==> src/rtl/core/fcd_pkg.sv <==
`timescale 1ns / 1ps
`default_nettype none

package fcd_pkg;

    // Relay count; the latch holds up to eight relays.
    localparam int NUM_RELAYS = 4;
    localparam int RELAY_LATCH_W = 8;
    localparam int RELAY_IDX_W = 3;
    localparam int RELAY_OUT_W = 4;

    // Payload fields: command, id, device, status.
    localparam int NUM_FIELDS = 4;
    localparam int FIELD_IDX_W = 2;
    localparam int FIELD_NUM_W = 3;

    localparam int FIELD_COMMAND = 0;
    localparam int FIELD_ID = 1;
    localparam int FIELD_DEVICE = 2;
    localparam int FIELD_STATUS = 3;

    // Character codes.
    localparam logic [7:0] CHAR_F = 8'h46;
    localparam logic [7:0] CHAR_R = 8'h52;
    localparam logic [7:0] CHAR_COLON = 8'h3A;
    localparam logic [7:0] CHAR_SEP = 8'h2F;
    localparam logic [7:0] CHAR_FILL = 8'h3F;
    localparam logic [7:0] CHAR_ZERO = 8'd48;

    localparam logic [7:0] CMD_SET_RELAY = 8'd2;
    localparam logic [7:0] SLAVE_ID_RESET = 8'd1;

    localparam logic [1:0] DATA_COUNT_FULL = 2'd3;

    typedef logic [NUM_FIELDS-1:0][7:0] field_vals_t;

    // One result transaction.
    typedef struct packed {
        logic [RELAY_OUT_W-1:0] relay_bits;
        logic                   frame_end;
        logic                   command_applied;
        logic                   in_frame;
    } result_t;

endpackage

`default_nettype wire

==> src/rtl/core/frame_command_decoder.sv <==
// A byte accepted on s_ is held in the input register, then moves through the
// result register to m_; a full result register can hold it in between.
// Throughput: one byte per cycle; the input register and the result register
// both advance whenever the result register is free or being taken.
// Reset (aresetn low, synchronous): both registers empty, marker window '?',
// no frame open, fields zero, relays low, slave_id 1.
`timescale 1ns / 1ps
`default_nettype none

module frame_command_decoder (
    input  wire logic       aclk,
    input  wire logic       aresetn,
    input  wire logic       s_valid,
    output      logic       s_ready,
    input  wire logic [7:0] s_rx_byte,
    output      logic       m_valid,
    input  wire logic       m_ready,
    output      logic [3:0] m_relay_bits,
    output      logic       m_frame_end,
    output      logic       m_command_applied,
    output      logic       m_in_frame,
    input  wire logic       cfg_valid,
    output      logic       cfg_ready,
    input  wire logic [7:0] cfg_slave_id
);

    logic               in_valid_reg;
    logic [7:0]         in_byte_reg;
    logic               out_valid_reg;
    fcd_pkg::result_t   out_reg;
    fcd_pkg::result_t   result;
    logic [7:0]         slave_id_reg;
    logic               advance;

    // The held byte moves on when the result register is free or draining.
    assign advance = in_valid_reg && (!out_valid_reg || m_ready);
    assign s_ready = !in_valid_reg || advance;

    // Configuration register.
    assign cfg_ready = 1'b1;
    always_ff @(posedge aclk) begin
        if (!aresetn) begin
            slave_id_reg <= fcd_pkg::SLAVE_ID_RESET;
        end else if (cfg_valid) begin
            slave_id_reg <= cfg_slave_id;
        end
    end

    // Input register.
    always_ff @(posedge aclk) begin
        if (!aresetn) begin
            in_valid_reg <= 1'b0;
        end else if (s_ready) begin
            in_valid_reg <= s_valid;
        end
    end

    always_ff @(posedge aclk) begin
        if (s_valid && s_ready) begin
            in_byte_reg <= s_rx_byte;
        end
    end

    fcd_core u_core (
        .aclk     (aclk),
        .aresetn  (aresetn),
        .step     (advance),
        .rx_byte  (in_byte_reg),
        .slave_id (slave_id_reg),
        .result   (result)
    );

    // Result register.
    always_ff @(posedge aclk) begin
        if (!aresetn) begin
            out_valid_reg <= 1'b0;
        end else if (advance) begin
            out_valid_reg <= 1'b1;
        end else if (m_ready) begin
            out_valid_reg <= 1'b0;
        end
    end

    always_ff @(posedge aclk) begin
        if (advance) begin
            out_reg <= result;
        end
    end

    assign m_valid           = out_valid_reg;
    assign m_relay_bits      = out_reg.relay_bits;
    assign m_frame_end       = out_reg.frame_end;
    assign m_command_applied = out_reg.command_applied;
    assign m_in_frame        = out_reg.in_frame;

endmodule

`default_nettype wire

==> src/rtl/core/fcd_field_acc.sv <==
`timescale 1ns / 1ps
`default_nettype none

module fcd_field_acc (
    input  wire logic                            take,
    input  wire logic [7:0]                      data_byte,
    input  wire logic [fcd_pkg::FIELD_NUM_W-1:0] field_num,
    input  wire fcd_pkg::field_vals_t            field_vals,
    output      logic [fcd_pkg::FIELD_NUM_W-1:0] field_num_next,
    output      fcd_pkg::field_vals_t            field_vals_next
);

    logic                              field_open;
    logic [fcd_pkg::FIELD_IDX_W-1:0]   field_idx;
    logic [7:0]                        cur_val;
    logic [7:0]                        acc_val;

    assign field_open = (field_num < fcd_pkg::FIELD_NUM_W'(fcd_pkg::NUM_FIELDS));
    assign field_idx  = field_num[fcd_pkg::FIELD_IDX_W-1:0];
    assign cur_val    = field_vals[field_idx];

    // value * 10 + byte - '0', all modulo 256.
    assign acc_val = {cur_val[4:0], 3'b000} + {cur_val[6:0], 1'b0}
                     + data_byte - fcd_pkg::CHAR_ZERO;

    // A separator advances to the next field; other bytes feed the current one.
    always_comb begin
        field_num_next  = field_num;
        field_vals_next = field_vals;
        if (take && field_open) begin
            if (data_byte == fcd_pkg::CHAR_SEP) begin
                field_num_next = field_num + fcd_pkg::FIELD_NUM_W'(1);
            end else begin
                field_vals_next[field_idx] = acc_val;
            end
        end
    end

endmodule

`default_nettype wire

==> src/rtl/core/fcd_core.sv <==
`timescale 1ns / 1ps
`default_nettype none

module fcd_core (
    input  wire logic               aclk,
    input  wire logic               aresetn,
    input  wire logic               step,
    input  wire logic [7:0]         rx_byte,
    input  wire logic [7:0]         slave_id,
    output      fcd_pkg::result_t   result
);

    logic [7:0]                        win_reg [3];
    logic [7:0]                        win_next [3];
    logic                              open_reg;
    logic                              open_next;
    logic [1:0]                        count_reg;
    logic [1:0]                        count_next;
    logic [fcd_pkg::FIELD_NUM_W-1:0]   fnum_reg;
    logic [fcd_pkg::FIELD_NUM_W-1:0]   fnum_next;
    fcd_pkg::field_vals_t              fvals_reg;
    fcd_pkg::field_vals_t              fvals_next;
    logic [fcd_pkg::RELAY_LATCH_W-1:0] latch_reg;
    logic [fcd_pkg::RELAY_LATCH_W-1:0] latch_next;

    logic                              take;
    logic [fcd_pkg::FIELD_NUM_W-1:0]   acc_fnum;
    fcd_pkg::field_vals_t              acc_fvals;
    logic                              start_seen;
    logic                              stop_seen;
    logic [7:0]                        dev;
    logic                              cmd_match;
    logic [fcd_pkg::RELAY_IDX_W-1:0]   relay_idx;
    logic [fcd_pkg::RELAY_LATCH_W-1:0] relay_mask;
    logic                              frame_end;
    logic                              applied;

    // Window after shifting in the new byte.
    assign win_next[0] = win_reg[1];
    assign win_next[1] = win_reg[2];
    assign win_next[2] = rx_byte;

    assign start_seen = (win_next[0] == fcd_pkg::CHAR_F) && (win_next[1] == fcd_pkg::CHAR_R)
                        && (win_next[2] == fcd_pkg::CHAR_COLON);
    assign stop_seen  = (win_next[0] == fcd_pkg::CHAR_COLON) && (win_next[1] == fcd_pkg::CHAR_F)
                        && (win_next[2] == fcd_pkg::CHAR_R);

    // The byte leaving the window is payload once three bytes followed the start.
    assign take = open_reg && (count_reg == fcd_pkg::DATA_COUNT_FULL);

    fcd_field_acc u_field_acc (
        .take            (take),
        .data_byte       (win_reg[0]),
        .field_num       (fnum_reg),
        .field_vals      (fvals_reg),
        .field_num_next  (acc_fnum),
        .field_vals_next (acc_fvals)
    );

    // Command check on the fields as they stand after this byte.
    assign dev       = acc_fvals[fcd_pkg::FIELD_DEVICE];
    assign cmd_match = (acc_fvals[fcd_pkg::FIELD_COMMAND] == fcd_pkg::CMD_SET_RELAY)
                       && (acc_fvals[fcd_pkg::FIELD_ID] == slave_id)
                       && (dev != 8'd0)
                       && (dev <= 8'(fcd_pkg::NUM_RELAYS));
    assign relay_idx  = fcd_pkg::RELAY_IDX_W'(dev - 8'd1);
    assign relay_mask = fcd_pkg::RELAY_LATCH_W'(1) << relay_idx;

    assign frame_end = open_reg && stop_seen;
    assign applied   = frame_end && cmd_match;

    // Next frame state.
    always_comb begin
        open_next  = open_reg;
        count_next = count_reg;
        fnum_next  = fnum_reg;
        fvals_next = fvals_reg;
        latch_next = latch_reg;
        if (!open_reg) begin
            if (start_seen) begin
                open_next  = 1'b1;
                count_next = 2'd0;
            end
        end else begin
            fnum_next  = acc_fnum;
            fvals_next = acc_fvals;
            if (count_reg != fcd_pkg::DATA_COUNT_FULL) begin
                count_next = count_reg + 2'd1;
            end
            if (applied) begin
                if (acc_fvals[fcd_pkg::FIELD_STATUS] != 8'd0) begin
                    latch_next = latch_reg | relay_mask;
                end else begin
                    latch_next = latch_reg & ~relay_mask;
                end
            end
            if (stop_seen) begin
                open_next  = 1'b0;
                count_next = 2'd0;
                fnum_next  = '0;
                fvals_next = '0;
            end
        end
    end

    // Frame state registers, updated once per processed byte.
    always_ff @(posedge aclk) begin
        if (!aresetn) begin
            win_reg[0] <= fcd_pkg::CHAR_FILL;
            win_reg[1] <= fcd_pkg::CHAR_FILL;
            win_reg[2] <= fcd_pkg::CHAR_FILL;
            open_reg   <= 1'b0;
            count_reg  <= 2'd0;
            fnum_reg   <= '0;
            fvals_reg  <= '0;
            latch_reg  <= '0;
        end else if (step) begin
            if (frame_end) begin
                win_reg[0] <= fcd_pkg::CHAR_FILL;
                win_reg[1] <= fcd_pkg::CHAR_FILL;
                win_reg[2] <= fcd_pkg::CHAR_FILL;
            end else begin
                win_reg[0] <= win_next[0];
                win_reg[1] <= win_next[1];
                win_reg[2] <= win_next[2];
            end
            open_reg  <= open_next;
            count_reg <= count_next;
            fnum_reg  <= fnum_next;
            fvals_reg <= fvals_next;
            latch_reg <= latch_next;
        end
    end

    // Result fields for this byte.
    assign result.relay_bits      = latch_next[fcd_pkg::RELAY_OUT_W-1:0];
    assign result.frame_end       = frame_end;
    assign result.command_applied = applied;
    assign result.in_frame        = open_next;

endmodule

`default_nettype wire

==> config.mk <==
export PLATFORM = sky130hd
export DESIGN_NAME = frame_command_decoder
export DESIGN_NICKNAME = d
export VERILOG_FILES = /design/src/rtl/core/fcd_pkg.sv /design/src/rtl/core/frame_command_decoder.sv /design/src/rtl/core/fcd_field_acc.sv /design/src/rtl/core/fcd_core.sv
export SDC_FILE = /design/constraint.sdc
export NUM_CORES = 1
export LEC_CHECK = 0
export CAP_MARGIN = 40
export CORE_ASPECT_RATIO = 1.5
export CORE_MARGIN = 4
export CORE_UTILIZATION = 25
export CTS_BUF_LIST = sky130_fd_sc_hd__clkbuf_16
export CTS_CLUSTER_SIZE = 14
export DETAILED_ROUTE_END_ITERATION = 12
export DONT_BUFFER_PORTS = 1
export PLACE_DENSITY = 0.41
export RECOVER_POWER = 25
export SLEW_MARGIN = 20
export SYNTH_ARGS = -nofsm -noshare
export SYNTH_HDL_FRONTEND = slang
export SYNTH_HIERARCHICAL = 1
export SYNTH_SLANG_ARGS = --single-unit
export TNS_END_PERCENT = 50
==> constraint.sdc <==
create_clock -name aclk -period 5.9 [get_ports aclk]
set_input_delay 0.59 -clock aclk [delete_from_list [all_inputs] [get_ports aclk]]
set_output_delay 0.59 -clock aclk [all_outputs]
set_load 0.01 [all_outputs]
# [Yosys cells after proc, flatten, opt, wreduce, memory -nomap -nowiden]
# Memories as Yosys holds them, arrays and structs flattened.
# Cells that the tools add are included.
[word_totals] ram_bits=24 reg_bits=71 inputBits=21 wordCells=116 n_memories=1 out_inout_bits=10
[mem_list] memory="u_core.win_reg" depth=3 word_bits=8 read_ports=3 rd_ports_with_merged_regs=0 wr=3 line_no="fcd_core.sv:13" rtl="logic [7:0] win_reg [3];"
[op_classes] bitwise=9 eq_ne=12 magnitude_cmp=4 reduce_logical=28 mux=38 shift=1 add_sub_neg=6
[ops] operator="$mux W32" count=3
[ops] operator="$mux W8" count=8
[ops] operator="$bwmux W32" count=1
[ops] operator="$eq A8 B7 Y1 const B" count=4
[ops] operator="$eq A8 B6 Y1 const B" count=3
[ops] operator="$add A8 B8 Y8" count=2
[ops] operator="$bmux W8 S2" count=1
[ops] operator="$demux W8 S2" count=1
[ops] operator="$reduce_bool A8 Y1" count=2
[ops] operator="$logic_and A1 B1 Y1" count=14
[ops] operator="$mux W1" count=14
[ops] operator="$mux W3" count=3
[ops] operator="$and A8 B8 Y8" count=1
[ops] operator="$eq A8 B2 Y1 const B" count=1
[ops] operator="$eq A8 B8 Y1" count=1
[ops] operator="$le A8 B3 Y1 const B" count=1
[ops] operator="$mux W2" count=4
[ops] operator="$mux W4" count=2
[ops] operator="$not A8 Y8" count=1
[ops] operator="$or A8 B8 Y8" count=1
[ops] operator="$reduce_bool A2 Y1" count=4
[ops] operator="$shl A1 B3 Y8 const A" count=1
[ops] operator="$sub A8 B6 Y8 const B" count=1
[ops] operator="$mux W7" count=1
[ops] operator="other kinds (15)" count=23

# [Depth between registers and ports, before layout]
# Gate-level depths: netlist (run 1).
[logic_depth] ltp_word=15 depth_mapped=19 mapped_depth_nobuf=18

# [Modules after synthesis]
# The synthesis (run 1) kept the hierarchy.
[by_module_without_submodules] module="fcd_core" area_per_inst_um2=3161.8 n_inst=1 cells_per_inst=310 seq_area_each_um2=1561.5
[by_module_without_submodules] module="fcd_field_acc" area_per_inst_um2=1088.5 n_inst=1 cells_per_inst=118 seq_area_each_um2=0.0
[by_module_without_submodules] module="frame_command_decoder" area_per_inst_um2=844.6 n_inst=1 cells_per_inst=51 seq_area_each_um2=650.6

# [Least setup slack after synthesis (run 1)]
# No wires, ideal clock.
[synth_timing] kind="reg-to-reg" start="register u_core/fnum_reg[0] (netlist bit)" end="register out_reg, in the netlist m_relay_bits[3] (data pin)" t_arrival_ns=4.393 period_less_slack_ns=4.655 path_buffers=1 setup_slack_ns=1.245 path_stages_with_launch=20 t_required_ns=5.638 setup_ns=0.262 path_cell_list="dfxtp_1 > buf_6 > mux4_2 > inv_1 > fa_1 > inv_1 > ha_1 > ha_1 > inv_1 > fa_1 > inv_1 > a21o_1 > a21oi_1 > xnor3_1 > mux2_2 > xor2_1 > nor4_4 > and4b_1 > nand4_1 > mux2_1"
[synth_rtl] item="from (decl)" line_no="fcd_core.sv:19" rtl="logic [fcd_pkg::FIELD_NUM_W-1:0] fnum_reg;"
[synth_rtl] item="from (signal assigned)" line_no="fcd_core.sv:129" rtl="fnum_reg <= fnum_next;"
[synth_rtl] item="to (signal assigned)" line_no="frame_command_decoder.sv:86" rtl="out_reg <= result;"
[synth_rtl] item="to (decl)" line_no="frame_command_decoder.sv:30" rtl="fcd_pkg::result_t out_reg;"

==> results.json, run 1 <==
{
  "wire_per_inst_um": 17.45,
  "post_cts_buffers": 0,
  "cp-start-kind": "flip-flop",
  "critPathMostFrequentCell": "inv_1",
  "layout_min_cycle_time_ps": 5026,
  "die_h_um": 182.8,
  "worstSetupPathType": "reg -> reg",
  "hold_ws_ps": 322.0,
  "drive_gt1_share_pct": 14.44,
  "largest_reg_flops": 32,
  "portBuffers": 0,
  "max_freq_ghz": 0.1990,
  "hold_viol_final": 0,
  "tightest_slew_ps": 812.3,
  "post-synth-top-count-cell": "dfxtp_1",
  "antenna_found_initial": 0,
  "setup_tns_ps": 0,
  "cts.sinks": 91,
  "avgSynthCellArea_um2": 10.64,
  "synthesis.nets": 521,
  "synth_top_cell_by_area": "edfxtp_1",
  "max_slew_margin_pct": 45.85,
  "synth_top_flop_cell": "dfxtp_1",
  "ioPinCount": 31,
  "peakVddDrop_mv": 0.1246,
  "cts_hold_buf": 0,
  "max_stage_delay_ps": 590,
  "yosysWarnings": 6,
  "synthArstFlopShare_pct": 0,
  "viasPerCell": 4.662,
  "status": "finished, final reports clean",
  "cts_root_buf": "clkbuf_16",
  "grt_max_degree": 57,
  "rsz0062_at_grt": "false",
  "layout.cells.non_filler": 731,
  "coreArea_um2": 19940,
  "synth_common_cells": "dfxtp_1 (52), nand2_1 (49), edfxtp_1 (39), a21boi_0 (36), nand3_1 (35)",
  "cts_made_buffers": 9,
  "start_util_pct": 25.55,
  "fin_crit_sh_pct": 85.19,
  "slowest_stage": "mux4_2",
  "grt-ovfl-total": 0,
  "drt-initial-drc-count": 145,
  "cp_max_fo": 6,
  "diodes": 0,
  "finalNetCount": 508,
  "place_congestion": 0.8500,
  "setup_viol": 0,
  "hold_class": "in -> reg",
  "setup.worst_path.end_class": "flip-flop",
  "drc": 0,
  "synthCells": 479,
  "track_usage_pct": 11.33,
  "seq_area_frac_synth_pct": 43.42,
  "critPathTopFamily": "multiplexers",
  "syn_to_final_growth_pct": 9.872,
  "die-area_um2": 22770,
  "insertion_delay_ps": 340,
  "cts_htree_levels": 3,
  "required_ps": 5990,
  "wl_um": 12760,
  "ant_nets": 0,
  "first_pass_iters": 4,
  "synth_area_um2": 5095,
  "synth_top_area_share_pct": 22.99,
  "dr_total_vias": 3408,
  "cp_cell_sequence": "mux4_2 -> inv_1 -> fa_1 -> inv_1 -> ha_1 -> ha_1 -> inv_1 -> fa_1 -> inv_1 -> a21o_1 -> a21oi_1 -> xnor3_1 -> mux2_2 -> xor2_1 -> nor4_4 -> and4b_1 -> nand4_1 -> mux2_1",
  "crit_buf_inv": 4,
  "p_per_area_nw_per_um2": 236.4,
  "stdcell_area_um2": 5598,
  "finalMaxSlewViolations": 0,
  "rows": 63,
  "critical_path_arrival_ps": 5110,
  "ctsLongestPathBuffers": 2,
  "synth.area.top_cells": "edfxtp_1 (23%), dfxtp_1 (20%), mux2_2 (5.5%)",
  "p_leak_nw": 1.968,
  "tritoncts": "yes",
  "drv_cap": 0,
  "clk_pin_slew_ps": 70,
  "ctsResizeCount": 0,
  "synth_seq_cells": 91,
  "finClkSkew_ps": 6.075,
  "dp.final_hpwl_um": 9575,
  "place_area_um2": 5304,
  "synth_edf_count": 39,
  "ys_types": 62,
  "grt_pass1_vias": 3476,
  "grt_first_pass_wirelength_um": 19860,
  "die_w_um": 124.6,
  "dpl.cell_count": 715
}
## layout make-up
class | instances | area [um2]
Fill cell | 2084 | 14350
Inverter | 22 | 82.58
Sequential cell | 91 | 2212
Clock inverter | 7 | 76.32
Timing Repair Buffer | 8 | 80.08
Multi-Input combinational cell | 334 | 2596
Clock buffer | 9 | 225.2
Tap cell | 260 | 325.3
## worst reg2reg max path, cell delays in order, from the launching register on
cell and delay (ps):
dfxtp_1 500, mux4_2 590, inv_1 100, fa_1 410
inv_1 60, ha_1 220, ha_1 210, inv_1 70
fa_1 190, inv_1 50, a21o_1 170, a21oi_1 180
xnor3_1 410, mux2_2 310, xor2_1 170, nor4_4 270
and4b_1 370, nand4_1 150, mux2_1 340
## cells by family (layout without fill, tap and decap cells)
family	after synthesis	count (layout)	synth area share, %
AND/OR/NAND/NOR	187	187	21.56
adder cells (fa/ha/maj)	21	21	5.894
multiplexers	45	45	11.27
buffers and inverters	54	46	5.624
other	1	1	0.07360
AO/OA/AOI/OAI	65	65	9.307
XOR/XNOR	15	15	2.849
flip-flops	91	91	43.42
## power breakdown
part	switching, mW	internal [mW]	leakage, nW
Clock	0.262	0.333	0.148
Combinational	0.0245	0.0211	1.06
Sequential	0.0118	0.671	0.758
## cells in the final DEF (no fill, tap or decap), types with 3 or more instances in the layout
| cell | n |
|---|---|
| nor4bb_1 | 3 |
| xnor2_1 | 6 |
| and3_1 | 5 |
| a21boi_0 | 36 |
| a41oi_1 | 4 |
| nor2_1 | 17 |
| mux2_1 | 4 |
| inv_6 | 3 |
| nand3_1 | 35 |
| clkbuf_16 | 9 |
| a21oi_1 | 10 |
| nor4_1 | 5 |
| nor3b_1 | 3 |
| mux4_2 | 7 |
| dfxtp_1 | 52 |
| ha_1 | 16 |
| and2_1 | 8 |
| nand2b_1 | 21 |
| inv_1 | 23 |
| mux2_2 | 25 |
| buf_4 | 3 |
| mux2i_1 | 9 |
| nand4_1 | 5 |
| edfxtp_1 | 39 |
| nand2_1 | 49 |
| xor2_1 | 8 |
| o41ai_1 | 4 |
| nor2b_1 | 11 |
| fa_1 | 5 |
## layer usage
| layer | vias to the layer above | global-route usage [%] | share of wire (%) |
|---|---|---|---|
| met4 | 0 | 5.880 | 3.9 |
| met5 | - | 0 | 0 |
| met2 | 60 | 21.88 | 57 |
| li1 | 1689 | - | - |
| met3 | 23 | 1.719 | 2.7 |
| met1 | 1636 | 11.70 | 37 |
## stage by stage
stage	setup WS, ps	power [mW]	util, %
2_1_floorplan	1245	0.7332	-
3_3_place_gp	922.0	0.7431	26.31
3_5_place_dp	830.4	0.7451	26.60
6_report	874.0	1.323	28.07
5_1_grt	530.2	1.379	28.07
4_1_cts	819.9	1.348	28.11
## final timing paths
check / startpoint / to / slack, ps / cells past startpoint
hold / removal: aresetn / slave_id_reg[0]$_SDFFE_PN1P_ / 320 / 1
setup / recovery: u_core/fnum_reg[0]$_SDFFE_PN0P_ / m_relay_bits[0]$_DFFE_PP_ / 870 / 18
hold reg to reg: u_core/fvals_reg[31]$_SDFFE_PN0P_ / u_core/fvals_reg[31]$_SDFFE_PN0P_ / 470 / 2
setup reg to reg: u_core/fnum_reg[0]$_SDFFE_PN0P_ / m_relay_bits[0]$_DFFE_PP_ / 870 / 18
Power figures use the tool's default switching activity.
==> run 2, diff against run 1 <==
- CORE_ASPECT_RATIO: 1.5 -> 1.1
==> run 2 against run 1 <==
Compared with the run above:
- clock power grew 3%
- setup slack worse by 220 ps
- die area is 0.19% lower
- critical endpoint unchanged
- largest power group unchanged
- critical path type unchanged
==> results.json, run 2 (synthesized netlist as in run 1, its figures left out) <==
{
  "status": "finished, final reports clean",
  "largest_reg_flops": 32,
  "cts.sinks": 91,
  "first_pass_iters": 4,
  "rsz0062_at_grt": "false",
  "drive_gt1_share_pct": 14.47,
  "hold_start": "aresetn",
  "ant_nets": 0,
  "grt_first_pass_wirelength_um": 19360,
  "clk_pin_slew_ps": 70,
  "diodes": 0,
  "combPwrFrac_pct": 3.4,
  "final_cell_mix": "dfxtp_1 (52), nand2_1 (49), edfxtp_1 (39), a21boi_0 (36), nand3_1 (35)",
  "p_leak_nw": 1.968,
  "max_freq_ghz": 0.1905,
  "wl_um": 12240,
  "hold_viol_final": 0,
  "grt_max_degree": 57,
  "setup.worst_path.end_class": "flip-flop",
  "finClkSkew_ps": 8.927,
  "cp-start-kind": "flip-flop",
  "cp-startpoint": "u_core/fnum_reg[0]$_SDFFE_PN0P_",
  "pwr-share-seq_pct": 50.9,
  "grt-ovfl-total": 0,
  "dp.final_hpwl_um": 8818,
  "cts_made_buffers": 9,
  "critical_path_arrival_ps": 5350,
  "fin_crit_sh_pct": 88.99,
  "start_util_pct": 25.56,
  "grtUsageMet3_pct": 2.085,
  "top_usage_layer": "met2",
  "place_area_um2": 5293,
  "cts_root_buf": "clkbuf_16",
  "viasPerCell": 4.722,
  "max_slew_margin_pct": 47.47,
  "tritoncts": "yes",
  "setup_viol": 0,
  "required_ps": 6000,
  "peakVddDrop_mv": 0.1315,
  "p_sw_share_pct": 23.19,
  "finalMaxSlewViolations": 0,
  "antenna_found_initial": 0,
  "rr_startpoint": "u_core/fnum_reg[0]$_SDFFE_PN0P_",
  "ctsResizeCount": 0,
  "ioPinCount": 31,
  "grt_use_met1_pct": 12.89,
  "p_per_area_nw_per_um2": 239.2,
  "nFillCells": 2041,
  "cp_max_fo": 11,
  "dr_total_vias": 3409,
  "p_int_mw": 1.028,
  "grt_pass1_vias": 3462,
  "cts_htree_levels": 3,
  "insertion_delay_ps": 350,
  "ctsLongestPathBuffers": 2,
  "syn_to_final_growth_pct": 9.872,
  "place_congestion": 0.7789,
  "worstSetupPathType": "reg -> reg",
  "die-area_um2": 22730,
  "hold_class": "in -> reg",
  "portBuffers": 0,
  "track_usage_pct": 11.22,
  "coreArea_um2": 19930,
  "p_clk_share_pct": 45.7,
  "layout_min_cycle_time_ps": 5250,
  "rows": 54,
  "drc": 0,
  "drt-initial-drc-count": 250,
  "setup_tns_ps": 0,
  "use_met2_pct": 19.84,
  "post_cts_buffers": 0,
  "tightest_slew_ps": 788.0,
  "drv_cap": 0,
  "die_w_um": 144.1,
  "stdcell_area_um2": 5598,
  "die_h_um": 157.7,
  "mostFrequentLayoutCell": "dfxtp_1",
  "power_switching_mw": 0.3105,
  "wire_per_inst_um": 16.95,
  "finalNetCount": 507,
  "cts_hold_buf": 0
}
==> run 2: changes by cell type in the layout (fill, tap and decap cells not counted), sizes merged <==
cell      before  now
clkinvlp       1    0
buf            6    5
inv           26   27
==> run 2: critical path: stages (launching register included) <==
cell	delay, ps
dfxtp_1	680
mux4_2	610
inv_1	100
fa_1	430
inv_1	70
ha_1	220
ha_1	210
inv_1	70
fa_1	200
inv_1	50
a21o_1	170
a21oi_1	180
xnor3_1	400
mux2_2	310
nor4_1	250
and4_1	230
and4b_1	320
nand4_1	140
mux2_1	350
==> run 2: area by class of cell <==
type	instances	area (um2)	share of cell area [%]
Inverter	22	82.58	1.475
Clock inverter	7	80.08	1.430
Tap cell	252	315.3	5.633
Sequential cell	91	2212	39.52
Timing Repair Buffer	7	85.08	1.520
Clock buffer	9	225.2	4.023
Multi-Input combinational cell	334	2597	46.40
==> run 2: worst paths after layout <==
check,end,slack [ps],cells after the start
max,m_relay_bits[0]$_DFFE_PP_,650,18
min,slave_id_reg[0]$_SDFFE_PN1P_,310,1
max reg2reg,m_relay_bits[0]$_DFFE_PP_,650,18
min reg2reg,u_core/fvals_reg[31]$_SDFFE_PN0P_,460,2
==> run 2: routing by layer <==
metal  vias up  routed length (um)
li1       1678                   -
met1      1668                5246
met2        41                6343
met3        22                 278
met4         0                 369
met5         -                   0
==> run 2: power groups by stage <==
stage	sequential (mW)	combinational (mW)	clock (mW)
floorplan	0.692	0.0411	0
detailed placement	0.696	0.0470	0
global placement	0.697	0.0449	0
finish	0.682	0.0456	0.612
global route	0.683	0.0507	0.659
CTS	0.682	0.0473	0.634
==> run 2: metrics by stage <==
| stage | worst slack [ps] | hold WS [ps] | power [mW] | std cells | util [%] |
|---|---|---|---|---|---|
| global route | 202.3 | 299.5 | 1.393 | 722 | 28.09 |
| detailed placement | 607.7 | 452.9 | 0.7435 | 705 | 26.55 |
| CTS | 579.9 | 289.6 | 1.364 | 721 | 28.09 |
| global placement | 714.3 | 446.1 | 0.7419 | 701 | 26.20 |
| floorplan | 1245 | 438.5 | 0.7332 | 479 | - |
| finish | 649.8 | 313.0 | 1.339 | 722 | 28.09 |
==> run 3, diff against run 2 <==
- CORE_MARGIN: 4 -> 5
- PLACE_DENSITY: 0.41 -> 0.43
- clock period: 5.9 -> 4.5 ns (I/O delays scaled with it)
==> run 3 against run 2 <==
Compared with the run above:
- worst hold slack worse by 140 ps
- final cell count is 3.7% higher
- critical path type unchanged
- via count rose by 4.5%
- fmax rose by 17%
- cell area rose by 6.2%
- routed wire length grew 4.3%
- die area up 2.7%
- non-clock buffer count rose by 27
- critical path depth shrank 4
- first-iteration DRC count fell by 24%
- clock power up 17%
- largest power group unchanged
==> results.json, run 3 (synthesized netlist as in run 1, its figures left out) <==
{
  "status": "finished, final reports clean",
  "start_util_pct": 25.56,
  "max_slew_margin_pct": 47.09,
  "critical_path_arrival_ps": 4580,
  "drv_cap": 0,
  "worstSetupPathType": "reg -> reg",
  "final_cell_mix": "dfxtp_1 (51), nand2_1 (48), edfxtp_1 (39), a21boi_0 (36), nand3_1 (35)",
  "ant_nets": 0,
  "critPathTopFamily": "multiplexers",
  "drive_gt1_share_pct": 24.35,
  "grt_pass1_vias": 3589,
  "hold_viol_final": 0,
  "setup_viol": 0,
  "viasPerCell": 4.754,
  "grt_max_degree": 57,
  "die-area_um2": 23340,
  "layout_min_cycle_time_ps": 4485,
  "max_freq_ghz": 0.2230,
  "max_stage_delay_ps": 560,
  "drt-initial-drc-count": 191,
  "die_h_um": 159.7,
  "diodes": 0,
  "slowest_stage": "mux4_2",
  "ctsLongestPathBuffers": 2,
  "syn_to_final_growth_pct": 16.72,
  "die_w_um": 146.1,
  "cts_root_buf": "clkbuf_16",
  "place_congestion": 0.7849,
  "track_usage_pct": 11.07,
  "p_per_area_nw_per_um2": 282.4,
  "cp_max_fo": 5,
  "rows": 54,
  "grt-ovfl-total": 0,
  "stdcell_area_um2": 5947,
  "tightest_slew_ps": 793.6,
  "cp_cell_sequence": "buf_6 -> mux4_2 -> fa_1 -> ha_1 -> ha_1 -> a21o_1 -> a21oi_2 -> xnor3_2 -> mux2_4 -> nor4_4 -> and4_1 -> and4b_2 -> nand4_1 -> mux2_4",
  "grt_first_pass_wirelength_um": 20150,
  "insertion_delay_ps": 350,
  "mostFrequentLayoutCell": "dfxtp_1",
  "cts.sinks": 91,
  "rsz0062_at_grt": "true",
  "fin_crit_sh_pct": 99.67,
  "cts_made_buffers": 9,
  "setup.worst_path.end_class": "flip-flop",
  "r2r_cells": 14,
  "tritoncts": "yes",
  "finalMaxSlewViolations": 0,
  "ioPinCount": 31,
  "hold_ws_ps": 174.7,
  "portBuffers": 0,
  "coreArea_um2": 19930,
  "p_leak_nw": 2.159,
  "hold_class": "in -> reg",
  "min_delay_path_depth": 1,
  "wl_um": 12760,
  "crit_buf_inv": 1,
  "dr_total_vias": 3561,
  "cts_htree_levels": 3,
  "antenna_found_initial": 0,
  "cp_num_cells": 14,
  "place_area_um2": 5456,
  "clk_pin_slew_ps": 70,
  "cp-start-kind": "flip-flop",
  "required_ps": 4600,
  "largest_reg_flops": 32,
  "finalNetCount": 534,
  "first_pass_iters": 6,
  "drc": 0,
  "finClkSkew_ps": 11.93,
  "dp.final_hpwl_um": 9035,
  "peakVddDrop_mv": 0.2629,
  "wire_per_inst_um": 17.04
}
[run 3: cell count changes in the layout (fill, tap and decap cells not counted), moves of 3 or more]
cell	delta
clkinv_4	+3
inv_2	+5
mux2_4	+6
inv_1	-5
nor4_4	+3
buf_4	+26
o41ai_1	-4
nor4_1	-4
mux2_2	-4
o41ai_2	+3
[run 3: final timing paths]
check,endpoint,from,slack (ps)
setup / recovery,m_relay_bits[0]$_DFFE_PP_,u_core/fnum_reg[0]$_SDFFE_PN0P_,10
hold reg to reg,u_core/fvals_reg[15]$_SDFFE_PN0P_,u_core/fvals_reg[15]$_SDFFE_PN0P_,460
setup reg to reg,m_relay_bits[0]$_DFFE_PP_,u_core/fnum_reg[0]$_SDFFE_PN0P_,10
hold / removal,slave_id_reg[0]$_SDFFE_PN1P_,aresetn,170
[run 3: layer usage]
layer	global-route usage [%]	share of wire (%)	up-vias
met2	19.15	51	53
met3	2.551	3.0	17
met1	12.91	43	1748
li1	-	-	1743
met5	0	0	-
met4	5.389	2.8	0
[run 3: where the power goes]
group	switching (mW)	internal (mW)	leakage (nW)
registers	0.0153	0.879	0.759
clock network	0.339	0.378	0.134
logic	0.0343	0.0340	1.27
[run 3: metrics by stage]
stage                     total power [mW]  setup slack (ps)  std cells  util [%]  TNS, ps
final                                1.679             14.85        749     29.84        0
after global placement              0.9760            -177.1        725     27.11   -867.7
after CTS                            1.713            -10.42        746     29.49   -22.00
after detailed placement            0.9787            -255.3        728     27.38    -1327
after floorplan                     0.9620             10.72        479         -        0
after global routing                 1.749            -203.4        749     29.84    -1198
[run 3: final cells by class]
type                    count  area [um2]
inverters                  22       82.58
repair buffers             34       286.5
multi-input cells         334        2769
clock inverters             7       52.55
fillers                  2000       13980
well taps                 252       315.3
clock buffers               9       225.2
flip-flops and latches     91        2216
[run 3: what timing repair did]
| action | in CTS | in global routing |
|---|---|---|
| gates resized for setup | 29 | 11 |
| buffers inserted | 2 | 2 |
| pin swaps | 8 | 17 |
| setup endpoints to repair | 8 | 8 |
| hold buffers | 0 | 0 |
